**config.mk**
```make
export PLATFORM = sky130hd
export DESIGN_NAME = grid_tag_decoder
export DESIGN_NICKNAME = d
export VERILOG_FILES = /design/src/rtl/gtd_pkg.sv /design/src/rtl/gtd_cell_accum.sv /design/src/rtl/gtd_dict_match.sv /design/src/rtl/grid_tag_decoder.sv
export SDC_FILE = /design/constraint.sdc
export NUM_CORES = 1
export LEC_CHECK = 0
export ABC_AREA = 1
export BUFFER_PORTS_ARGS = -buffer_cell sky130_fd_sc_hd__buf_4
export CAP_MARGIN = 10
export CELL_PAD_IN_SITES_DETAIL_PLACEMENT = 1
export CELL_PAD_IN_SITES_GLOBAL_PLACEMENT = 2
export CORE_MARGIN = 8
export CORE_UTILIZATION = 41
export DETAILED_ROUTE_END_ITERATION = 7
export PLACE_DENSITY_LB_ADDON = 0.1
export SYNTH_ARGS = -nofsm -noshare
export SYNTH_HDL_FRONTEND = slang
export SYNTH_SLANG_ARGS = --single-unit
```
**constraint.sdc**
```tcl
create_clock -name i_clk -period 5.5 [get_ports i_clk]
set_input_delay 0.825 -clock i_clk [delete_from_list [all_inputs] [get_ports i_clk]]
set_output_delay 0.825 -clock i_clk [all_outputs]
set_load 0.02 [all_outputs]
```
**src/rtl/gtd_pkg.sv**
```systemverilog
`timescale 1ns / 1ps
// gtd_pkg: shared constants, transaction structs and codes of the grid tag decoder
// depends on nothing; imported by every rtl module of the block
package gtd_pkg;

    localparam int GRID            = 4;   // cells per side of the tag grid
    localparam int GRID_IDX_W      = 3;   // cell index 0..GRID, GRID means outside the grid
    localparam int PATTERN_W       = 16;
    localparam int TAG_W           = 4;
    localparam int PIXEL_W         = 8;
    localparam int THRESH_W        = 8;
    localparam int PATCH_SIZE_DEF  = 22;
    localparam int DICT_SIZE_DEF   = 10;

    localparam logic [THRESH_W-1:0] THRESHOLD_RESET = 8'd145;

    typedef enum logic {
        ACT_PIXEL = 1'b0,
        ACT_LOAD  = 1'b1
    } t_action;

    typedef struct packed {
        t_action               action;
        logic [PIXEL_W-1:0]    pixel;
        logic [TAG_W-1:0]      entry_index;
        logic [PATTERN_W-1:0]  entry_word;
    } t_in_item;

    typedef struct packed {
        logic                  matched;
        logic [TAG_W-1:0]      tag_id;
        logic [PATTERN_W-1:0]  pattern;
    } t_out_item;

    // accumulator status toward the top level
    typedef struct packed {
        logic                  last;     // next pixel closes the patch
        logic [PATTERN_W-1:0]  pattern;  // pattern including that pixel
    } t_accum_status;

endpackage

```
**src/rtl/gtd_cell_accum.sv**
```systemverilog
`timescale 1ns / 1ps
// gtd_cell_accum: raster position tracking, per-cell sums and cell row thresholding
// depends on gtd_pkg
module gtd_cell_accum import gtd_pkg::*; #(
    parameter int PATCH_SIZE = PATCH_SIZE_DEF
) (
    input  logic                 i_clk,
    input  logic                 i_rst_n,
    input  logic                 i_en,
    input  logic [PIXEL_W-1:0]   i_pixel,
    input  logic [THRESH_W-1:0]  i_threshold,
    output t_accum_status        o_status
);

    localparam int CELL = PATCH_SIZE / GRID;
    localparam int PW   = $clog2(PATCH_SIZE);
    localparam int CW   = $clog2(CELL);
    localparam int SW   = $clog2(CELL * CELL * 255 + 1);
    localparam logic [SW-1:0] CELL_AREA = SW'(CELL * CELL);

    logic [PW-1:0]         r_col, r_row, n_col, n_row;
    logic [CW-1:0]         r_cc, r_rc, n_cc, n_rc;
    logic [GRID_IDX_W-1:0] r_kc, r_kr, n_kc, n_kr;
    logic [SW-1:0]         r_sum [GRID];
    logic [SW-1:0]         n_sum [GRID];
    logic [SW-1:0]         sum_add [GRID];
    logic [PATTERN_W-1:0]  r_pattern, n_pattern, pattern_set;
    logic [GRID-1:0]       row_bits;
    logic [SW-1:0]         limit;
    logic                  in_grid, row_done, col_end, last;

    always_comb begin
        in_grid  = (r_kc < GRID_IDX_W'(GRID)) && (r_kr < GRID_IDX_W'(GRID));
        row_done = in_grid && (r_kc == GRID_IDX_W'(GRID - 1))
                   && (r_cc == CW'(CELL - 1)) && (r_rc == CW'(CELL - 1));
        col_end  = (r_col == PW'(PATCH_SIZE - 1));
        last     = col_end && (r_row == PW'(PATCH_SIZE - 1));
        limit    = SW'(i_threshold) * CELL_AREA;

        for (int k = 0; k < GRID; k++) begin
            sum_add[k]  = r_sum[k] + ((in_grid && r_kc == GRID_IDX_W'(k)) ?
                                      SW'(i_pixel) : SW'(0));
            row_bits[k] = sum_add[k] > limit;
        end

        pattern_set = r_pattern;
        if (row_done) begin
            pattern_set = r_pattern | (PATTERN_W'(row_bits) << {r_kr[1:0], 2'b00});
        end

        o_status.last    = last;
        o_status.pattern = pattern_set;

        // raster advance
        n_col = r_col + PW'(1);
        n_row = r_row;
        n_rc  = r_rc;
        n_kr  = r_kr;
        if (r_cc == CW'(CELL - 1)) begin
            n_cc = '0;
            n_kc = (r_kc == GRID_IDX_W'(GRID)) ? r_kc : r_kc + GRID_IDX_W'(1);
        end else begin
            n_cc = r_cc + CW'(1);
            n_kc = r_kc;
        end
        if (col_end) begin
            n_col = '0;
            n_cc  = '0;
            n_kc  = '0;
            n_row = r_row + PW'(1);
            if (r_rc == CW'(CELL - 1)) begin
                n_rc = '0;
                n_kr = (r_kr == GRID_IDX_W'(GRID)) ? r_kr : r_kr + GRID_IDX_W'(1);
            end else begin
                n_rc = r_rc + CW'(1);
            end
        end

        n_pattern = pattern_set;
        for (int k = 0; k < GRID; k++) begin
            n_sum[k] = row_done ? SW'(0) : sum_add[k];
        end

        // patch complete: back to the origin with clean sums
        if (last) begin
            n_col     = '0;
            n_row     = '0;
            n_cc      = '0;
            n_rc      = '0;
            n_kc      = '0;
            n_kr      = '0;
            n_pattern = '0;
            for (int k = 0; k < GRID; k++) begin
                n_sum[k] = '0;
            end
        end
    end

    always_ff @(posedge i_clk) begin
        if (!i_rst_n) begin
            r_col     <= '0;
            r_row     <= '0;
            r_cc      <= '0;
            r_rc      <= '0;
            r_kc      <= '0;
            r_kr      <= '0;
            r_pattern <= '0;
            for (int k = 0; k < GRID; k++) begin
                r_sum[k] <= '0;
            end
        end else if (i_en) begin
            r_col     <= n_col;
            r_row     <= n_row;
            r_cc      <= n_cc;
            r_rc      <= n_rc;
            r_kc      <= n_kc;
            r_kr      <= n_kr;
            r_pattern <= n_pattern;
            for (int k = 0; k < GRID; k++) begin
                r_sum[k] <= n_sum[k];
            end
        end
    end

endmodule

```
**src/rtl/gtd_dict_match.sv**
```systemverilog
`timescale 1ns / 1ps
// gtd_dict_match: dictionary word registers, pattern hold stage, priority compare
// and the result output register; depends on gtd_pkg
module gtd_dict_match import gtd_pkg::*; #(
    parameter int DICT_SIZE = DICT_SIZE_DEF
) (
    input  logic                  i_clk,
    input  logic                  i_rst_n,
    input  logic                  i_wr_en,
    input  logic [TAG_W-1:0]      i_wr_index,
    input  logic [PATTERN_W-1:0]  i_wr_word,
    input  logic                  i_pat_valid,
    input  logic [PATTERN_W-1:0]  i_pat,
    output logic                  o_pat_ready,
    output logic                  o_out_valid,
    output t_out_item             o_out_data,
    input  logic                  i_out_ready
);

    logic [PATTERN_W-1:0] r_dict [DICT_SIZE];
    logic                 r_cmp_valid;
    logic [PATTERN_W-1:0] r_cmp_pat;
    logic                 r_out_valid;
    t_out_item            r_out;
    t_out_item            n_out;
    logic                 out_free;
    logic                 hit;
    logic [TAG_W-1:0]     hit_id;

    assign out_free    = !r_out_valid || i_out_ready;
    assign o_pat_ready = !r_cmp_valid || out_free;
    assign o_out_valid = r_out_valid;
    assign o_out_data  = r_out;

    // lowest matching slot wins
    always_comb begin
        hit    = 1'b0;
        hit_id = '0;
        for (int k = 0; k < DICT_SIZE; k++) begin
            if (!hit && r_dict[k] == r_cmp_pat) begin
                hit    = 1'b1;
                hit_id = TAG_W'(k);
            end
        end
        n_out.matched = hit;
        n_out.tag_id  = hit_id;
        n_out.pattern = r_cmp_pat;
    end

    always_ff @(posedge i_clk) begin
        for (int k = 0; k < DICT_SIZE; k++) begin
            if (i_wr_en && i_wr_index == TAG_W'(k)) begin
                r_dict[k] <= i_wr_word;
            end
        end
    end

    always_ff @(posedge i_clk) begin
        if (!i_rst_n) begin
            r_cmp_valid <= 1'b0;
            r_out_valid <= 1'b0;
        end else begin
            if (o_pat_ready) begin
                r_cmp_valid <= i_pat_valid;
            end
            if (out_free) begin
                r_out_valid <= r_cmp_valid;
            end
        end
    end

    always_ff @(posedge i_clk) begin
        if (o_pat_ready && i_pat_valid) begin
            r_cmp_pat <= i_pat;
        end
        if (out_free && r_cmp_valid) begin
            r_out <= n_out;
        end
    end

endmodule

```
**src/rtl/grid_tag_decoder.sv**
```systemverilog
`timescale 1ns / 1ps
// grid_tag_decoder: top level of the 4x4 grid tag decoder
// depends on gtd_pkg, gtd_cell_accum and gtd_dict_match
//
//  channel   direction  handshake                     payload
//  input     in         i_in_valid / o_in_ready       i_in_data  (t_in_item)
//  output    out        o_out_valid / i_out_ready     o_out_data (t_out_item)
//  config    in         i_cfg_valid / o_cfg_ready     i_cfg_data (threshold)
//
// one input transaction per clock, save for the waits below; the input
// register feeds the cell accumulator, and the result of a patch passes through the
// pattern hold stage, then the output register, before it is offered
// synchronous active-low reset clears position, sums, pattern and valid flags;
// dictionary words hold no reset value and must be loaded before the first patch
// one waiting result stalls nothing; once the hold stage holds a second one, the
// closing pixel of the following patch and any dictionary load wait, while
// ordinary pixels keep streaming
module grid_tag_decoder import gtd_pkg::*; #(
    parameter int PATCH_SIZE = PATCH_SIZE_DEF,
    parameter int DICT_SIZE  = DICT_SIZE_DEF
) (
    input  logic                 i_clk,
    input  logic                 i_rst_n,
    input  logic                 i_in_valid,
    output logic                 o_in_ready,
    input  t_in_item             i_in_data,
    output logic                 o_out_valid,
    input  logic                 i_out_ready,
    output t_out_item            o_out_data,
    input  logic                 i_cfg_valid,
    output logic                 o_cfg_ready,
    input  logic [THRESH_W-1:0]  i_cfg_data
);

    localparam logic [TAG_W:0] DICT_LIMIT = (TAG_W + 1)'(DICT_SIZE);

    logic                 r_in_valid;
    t_in_item             r_in;
    logic [THRESH_W-1:0]  r_threshold;
    t_accum_status        acc_status;
    logic                 in_is_pixel;
    logic                 in_move;
    logic                 pat_ready;
    logic                 slot_ok;

    // threshold register is always writable
    assign o_cfg_ready = 1'b1;

    always_ff @(posedge i_clk) begin
        if (!i_rst_n) begin
            r_threshold <= THRESHOLD_RESET;
        end else if (i_cfg_valid) begin
            r_threshold <= i_cfg_data;
        end
    end

    // held transaction leaves unless it closes a patch or loads a word while
    // the pattern hold stage cannot take a new entry
    assign in_is_pixel = (r_in.action == ACT_PIXEL);
    assign in_move     = r_in_valid && ((in_is_pixel && !acc_status.last) || pat_ready);
    assign o_in_ready  = !r_in_valid || in_move;
    assign slot_ok     = {1'b0, r_in.entry_index} < DICT_LIMIT;

    always_ff @(posedge i_clk) begin
        if (!i_rst_n) begin
            r_in_valid <= 1'b0;
        end else if (o_in_ready) begin
            r_in_valid <= i_in_valid;
        end
    end

    always_ff @(posedge i_clk) begin
        if (o_in_ready && i_in_valid) begin
            r_in <= i_in_data;
        end
    end

    gtd_cell_accum #(
        .PATCH_SIZE (PATCH_SIZE)
    ) u_accum (
        .i_clk       (i_clk),
        .i_rst_n     (i_rst_n),
        .i_en        (in_move && in_is_pixel),
        .i_pixel     (r_in.pixel),
        .i_threshold (r_threshold),
        .o_status    (acc_status)
    );

    // out-of-range slots are dropped here
    gtd_dict_match #(
        .DICT_SIZE (DICT_SIZE)
    ) u_match (
        .i_clk       (i_clk),
        .i_rst_n     (i_rst_n),
        .i_wr_en     (in_move && !in_is_pixel && slot_ok),
        .i_wr_index  (r_in.entry_index),
        .i_wr_word   (r_in.entry_word),
        .i_pat_valid (in_move && in_is_pixel && acc_status.last),
        .i_pat       (acc_status.pattern),
        .o_pat_ready (pat_ready),
        .o_out_valid (o_out_valid),
        .o_out_data  (o_out_data),
        .i_out_ready (i_out_ready)
    );

endmodule

```
Word level (Yosys, flattened, before mapping)
Memory sizes are Yosys's and may differ from the RTL's.
Cells that the tools add are included.
Widths: inputs -> output; s select.

operators by class
  bitwise operators = 6
  divide/modulo/power cells = 0
  order comparisons = 7
  $add $sub $neg = 10
  multiply operators = 1
  reduce and logical (&&, ||, !) cells = 71
  muxes and demuxes = 101
  shift-type cells = 1
  equal/unequal tests = 30

operators with widths
  kind                  number
  $mux 16               11
  $eq 16x16->1          10
  $reduce_or 16->1      9
  $mux 13               8
  $mux 3                18
  $add 13x13->13        4
  $gt 13x13->1          4
  $mux 52               1
  $mux 1                44
  $logic_and 1x1->1     36
  $mux 4                9
  $mux 8                4
  $mux 5                4
  $eq 4x3->1 const B    4
  $or 16x16->16         1
  $shl 4x4->16          1
  $logic_not 1->1       13
  $mul 8x5->13 const B  1
  $add 3x1->3 const B   4
  $eq 3x3->1 const B    4
  $add 5x1->5 const B   2
  $eq 5x5->1 const B    2
  $eq 4x2->1 const B    2
  $eq 4x4->1 const B    2
  other kinds (19)      29

storage, ports and cells
  input port bits = 42
  memories kept = 2
  bits in read-only memories = 0
  bits in writable memories = 212
  bits in latches = 0
  register bits after elaboration = 115

memory list
  memory          words  bits a word  rd ports  clocked after Yosys merged registers in  write ports  line                  text
  u_match.r_dict  10     16           10        0                                        1            gtd_dict_match.sv:20  logic [PATTERN_W-1:0] r_dict [DICT_SIZE];
  u_accum.r_sum   4      13           4         0                                        4            gtd_cell_accum.sv:24  logic [SW-1:0] r_sum [GRID];

Depth between registers and ports, before layout
An unclocked memory read counts as a cell.

  depth in word-level cells = 30
  depth in mapped cells = 32

By module
From an unflattened synthesis, not the netlist that was laid out.

second synthesis, totals
  cells, all modules = 1926
  area, all modules = 18091.1 um^2

by module, submodules not included
  module            instances  area each (um^2)  seq. area each (um^2)  cells each
  gtd_dict_match    1          8750.9            5955.7                 746
  gtd_cell_accum    1          8057.7            2322.2                 1095
  grid_tag_decoder  1          1282.5            1051.0                 85

Worst setup path before layout
OpenSTA, ideal clock, no wires.

  path type = register to register
  start = register r_threshold[3]
  end = register u_match.r_cmp_pat[15], data pin
  buffers on the path = 0
  required time = 5.245 ns
  library setup time = 0.255 ns
  stages on the path, launching flop included = 25
  setup slack = 1.420 ns
  arrival = 3.825 ns
  clock period less this slack = 4.080 ns
  cells stage by stage = dfxtp_1 > ha_1 > ha_1 > inv_1 > fa_1 > inv_1 > ha_1 > a21oi_1 > o21ai_0 > nand2_1 > nand2_1 > a21oi_1 > nor2_1 > o21ai_0 > nand2_1 > xor2_1 > ha_1 > nand2_1 > nor2_1 > nand2_1 > nor3_1 > nor3b_1 > a21oi_1 > nand3_1 > nand2_1

RTL lines
  what                    line                    text
  start, declared         grid_tag_decoder.sv:39  logic [THRESH_W-1:0] r_threshold;
  start signal, assigned  grid_tag_decoder.sv:53  r_threshold <= i_cfg_data;
  end signal, assigned    gtd_dict_match.sv:74    r_cmp_pat <= i_pat;
  end, declared           gtd_dict_match.sv:22    logic [PATTERN_W-1:0] r_cmp_pat;

==> flow_metrics.py <==
metrics = {
    "run_status": {
        "status": "complete, no violations",
    },
    "synthesis": {
        "async_reset_ff_frac": 0,
        "ys_seq_elements": 327,
        "post_synth_num_cell_types": 44,
        "mappedNetlistArea_sq_um": 17400,
        "yosys-top-cells-area": "edfxtp_1, ha_1, nand2_1",
        "yosys.area.top_type_share": 0.480,
        "ys_seq_area_frac": 0.536,
        "synth_area_leader_cell": "edfxtp_1",
        "synthFlopType": "edfxtp_1",
        "ys.warnings.count": 0,
        "synth_nets": 1951,
        "syn_inst": 1774,
        "synth_edf_count": 278,
        "avgSynthCellArea_sq_um": 9.81,
    },
    "detailed_routing": {
        "ant_nets": 0,
        "drc": 0,
        "drt-initial-drc-count": 503,
        "vias_per_cell": 4.94,
        "wl_um": 45000,
        "vias": 12100,
        "wl_per_cell_um": 18.4,
        "first_pass_iters": 5,
    },
    "clocking": {
        "cts_tree": "yes",
        "numCtsBuffers": 40,
        "path_clk_slew_ns": 0.06,
        "ctsResizeCount": 0,
        "holdBufCountCts": 0,
        "cts_buffer_depth": 3,
        "post_cts_buffers": 0,
        "h-tree-depth": 2,
        "cts_root_buffer": "clkbuf_16",
        "worstSkewPairLatency_ns": 0.56,
        "cts_sinks": 327,
    },
    "floorplan": {
        "rows": 75,
        "boundaryPins": 66,
        "die_x_um": 222,
        "coreArea_sq_um": 41900,
        "die_h_um": 222,
        "dieArea_sq_um": 49300,
        "start_util": 0.415,
    },
    "final_layout": {
        "fin_area_sq_um": 19800,
        "multi_input_area_sq_um": 6920,
        "area_growth_pct": 13.7,
        "regArea_sq_um": 9330,
        "antenna_cells": 0,
        "drive_gt1_frac": 0.0957,
        "nFillCells": 4702,
        "nNetsFinal": 2047,
    },
    "global_routing": {
        "grt_pass1_vias": 12900,
        "grt_start_max_net_pins": 39,
        "overflow": 0,
        "grt_pass1_wl_um": 70600,
        "track_usage": 0.183,
        "antenna_found_initial": 0,
    },
    "placed_design": {
        "place.port_buffers": 64,
        "pre_cts_ws_ns": 0.801,
        "gp_congestion": 0.802,
        "dpl_cell_area_sq_um": 18600,
        "dp_hpwl_um": 33300,
    },
    "timing": {
        "finalSetupViolCount": 0,
        "relSlewSlack": 0.470,
        "period_share": 0.849,
        "finClkSkew_ns": 0.0269,
        "fin_crit_ns": 4.67,
        "hold_viol_final": 0,
        "worst_slew_pin_slew_ns": 0.796,
        "fin_ws_ns": 0.830,
        "rsz0062_at_grt": "false",
        "tns_ns": 0,
        "clock.fmax_mhz": 214,
        "slew_viol_final": 0,
        "finalHoldWorstSlack_ns": 0.434,
    },
    "power": {
        "p_per_area_nw_per_um2": 304,
        "p_leak_nw": 8.55,
        "switchingPower_mw": 1.57,
        "seq_power_share": 0.465,
        "clockPowerShare": 0.415,
        "p_sw_frac": 0.261,
        "ir_drop_uv": 255,
        "finalPower_mw": 6.01,
        "combPwrFrac": 0.120,
        "p_int_mw": 4.44,
    },
    "min_path": {
        "hp-class": "in2reg",
    },
    "critical_path": {
        "required_ns": 6.00,
        "r2r_end": "u_accum.r_pattern[3]",
        "critPathKind": "reg2reg",
        "crit_fanout": 4,
        "end_kind": "register",
        "rr_startpoint": "r_threshold[4]",
        "slowest_stage": "fa_1",
        "arrival_ns": 5.17,
        "crit_path_max_incr_delay_ns": 0.49,
        "cp_common_cell": "nand2_1",
        "reg2reg_slack_ns": 0.83,
        "setup.worst_path.start": "r_threshold[4]",
        "reg2regPathDepth": 26,
        "cp-start-kind": "register",
        "crit_path_end": "u_accum.r_pattern[3]",
    },
    "flow_run": {
        "maxCapViolations": 0,
    },
}
[state kept, by name, summed over array words and instances, names as in the netlist]
name	flops
u_accum.r_rc	3
u_match.r_cmp_valid	1
u_accum.r_kc	3
r_in_valid	1
u_match.o_out_valid	1
u_match.r_cmp_pat	16
u_accum.r_cc	3
r_in	29
u_accum.r_col	5
u_match.o_out_data	21
u_accum.r_sum	52
r_threshold	8
u_accum.r_pattern	16
u_match.r_dict	160
u_accum.r_row	5
u_accum.r_kr	3
[final cells by class]
type                       instances  area share
sequential                       327       0.471
multi-input combinational       1146       0.350
clock buffer                      50      0.0525
inverter                         272      0.0516
tap                              539      0.0341
timing repair buffer              83      0.0315
clock inverter                    23     0.00961
[worst min path at each step]
stage | startpoint | endpoint | slack [ns] | cells after the start
floorplan | u_match.r_cmp_pat[10] | u_match.o_out_data[10] | 0.42 | 0
global placement | u_accum.r_pattern[8] | u_accum.r_pattern[8] | 0.44 | 2
detailed placement | u_accum.r_pattern[0] | u_accum.r_pattern[0] | 0.45 | 2
CTS | i_in_data[9] | r_in[9] | 0.39 | 1
global route | i_in_data[9] | r_in[9] | 0.40 | 1
finish | i_in_data[9] | r_in[9] | 0.43 | 1
[kinds of logic (layout without fill, tap and decap cells)]
logic type / count (synthesis) / in the layout / synth area share
compound gates: 151 / 151 / 0.0479
xor+xnor: 142 / 142 / 0.0714
fa+ha+maj: 135 / 135 / 0.100
buf+inv: 301 / 428 / 0.0683
flops: 327 / 327 / 0.536
other cells: 1 / 1 / 0.000215
simple gates: 717 / 717 / 0.176
[power groups by stage]
stage                     registers [mW]  logic, mW  clock network [mW]
after floorplan                     2.83      0.496                   0
after global placement              2.85      0.707                   0
after detailed placement            2.85      0.730                   0
after CTS                           2.80      0.736                2.57
after global routing                2.80      0.826                2.66
final                               2.80      0.724                2.49
[critical path, delay by kind of cell, from the launching register on]
kind / cells / cell delay [ns]
fa+ha+maj: 5 / 1.70
simple gates: 13 / 1.21
compound gates: 5 / 1.03
flops: 1 / 0.40
xor+xnor: 1 / 0.20
buf+inv: 2 / 0.09
[cells in the mapped netlist (2+ instances only)]
| master | instances |
|---|---|
| clkbuf_1 | 4 |
| nor2_4 | 4 |
| dfxtp_1 | 49 |
| a21o_1 | 7 |
| buf_4 | 6 |
| inv_1 | 267 |
| nand4_1 | 37 |
| buf_6 | 2 |
| o22ai_1 | 2 |
| o21ai_0 | 46 |
| buf_2 | 17 |
| fa_1 | 7 |
| o21bai_1 | 7 |
| a21oi_1 | 77 |
| and3_1 | 4 |
| o211ai_1 | 5 |
| xor2_1 | 64 |
| nor3_1 | 29 |
| inv_2 | 4 |
| nor4_1 | 4 |
| nor2_2 | 11 |
| xnor2_1 | 78 |
| nand2_1 | 381 |
| o21a_1 | 2 |
| edfxtp_1 | 278 |
| nor3b_1 | 5 |
| nand3_1 | 42 |
| ha_1 | 128 |
| nor2_1 | 176 |
| nand3b_1 | 5 |
| or2_2 | 13 |
[cells in the final DEF, fill, tap and decap left out, types with 3 or more instances in the layout]
cell type / instances
nor3_1: 25
inv_2: 4
and3_1: 4
a21o_1: 7
o21bai_1: 7
a21oi_1: 76
inv_1: 267
o211ai_1: 5
nor3b_1: 5
nand3b_1: 5
nand2_2: 3
xor2_1: 64
o21ai_0: 46
xnor2_1: 78
nor2_2: 11
nor3_2: 4
clkbuf_1: 10
nand2_1: 379
nor4_1: 4
nand4_1: 37
clkbuf_16: 40
clkinv_2: 9
edfxtp_1: 278
nand3_1: 42
clkinv_1: 9
dfxtp_1: 49
fa_1: 7
nor2_4: 4
or2_2: 13
buf_4: 83
nor2_1: 176
ha_1: 128
[routing by layer]
metal	routed length, um	up-vias	global-route usage
met4	1160	0	0.0556
met5	0	-	0
met1	19300	5871	0.216
met2	23300	121	0.334
met3	1210	59	0.0302
li1	-	6014	-
[per-stage QoR]
step / utilization / cells
floorplan: - / 1774
global placement: 0.443 / 2367
detailed placement: 0.443 / 2367
CTS: 0.472 / 2440
global route: 0.472 / 2440
finish: 0.472 / 2440
(Power assumes the default switching activity.)
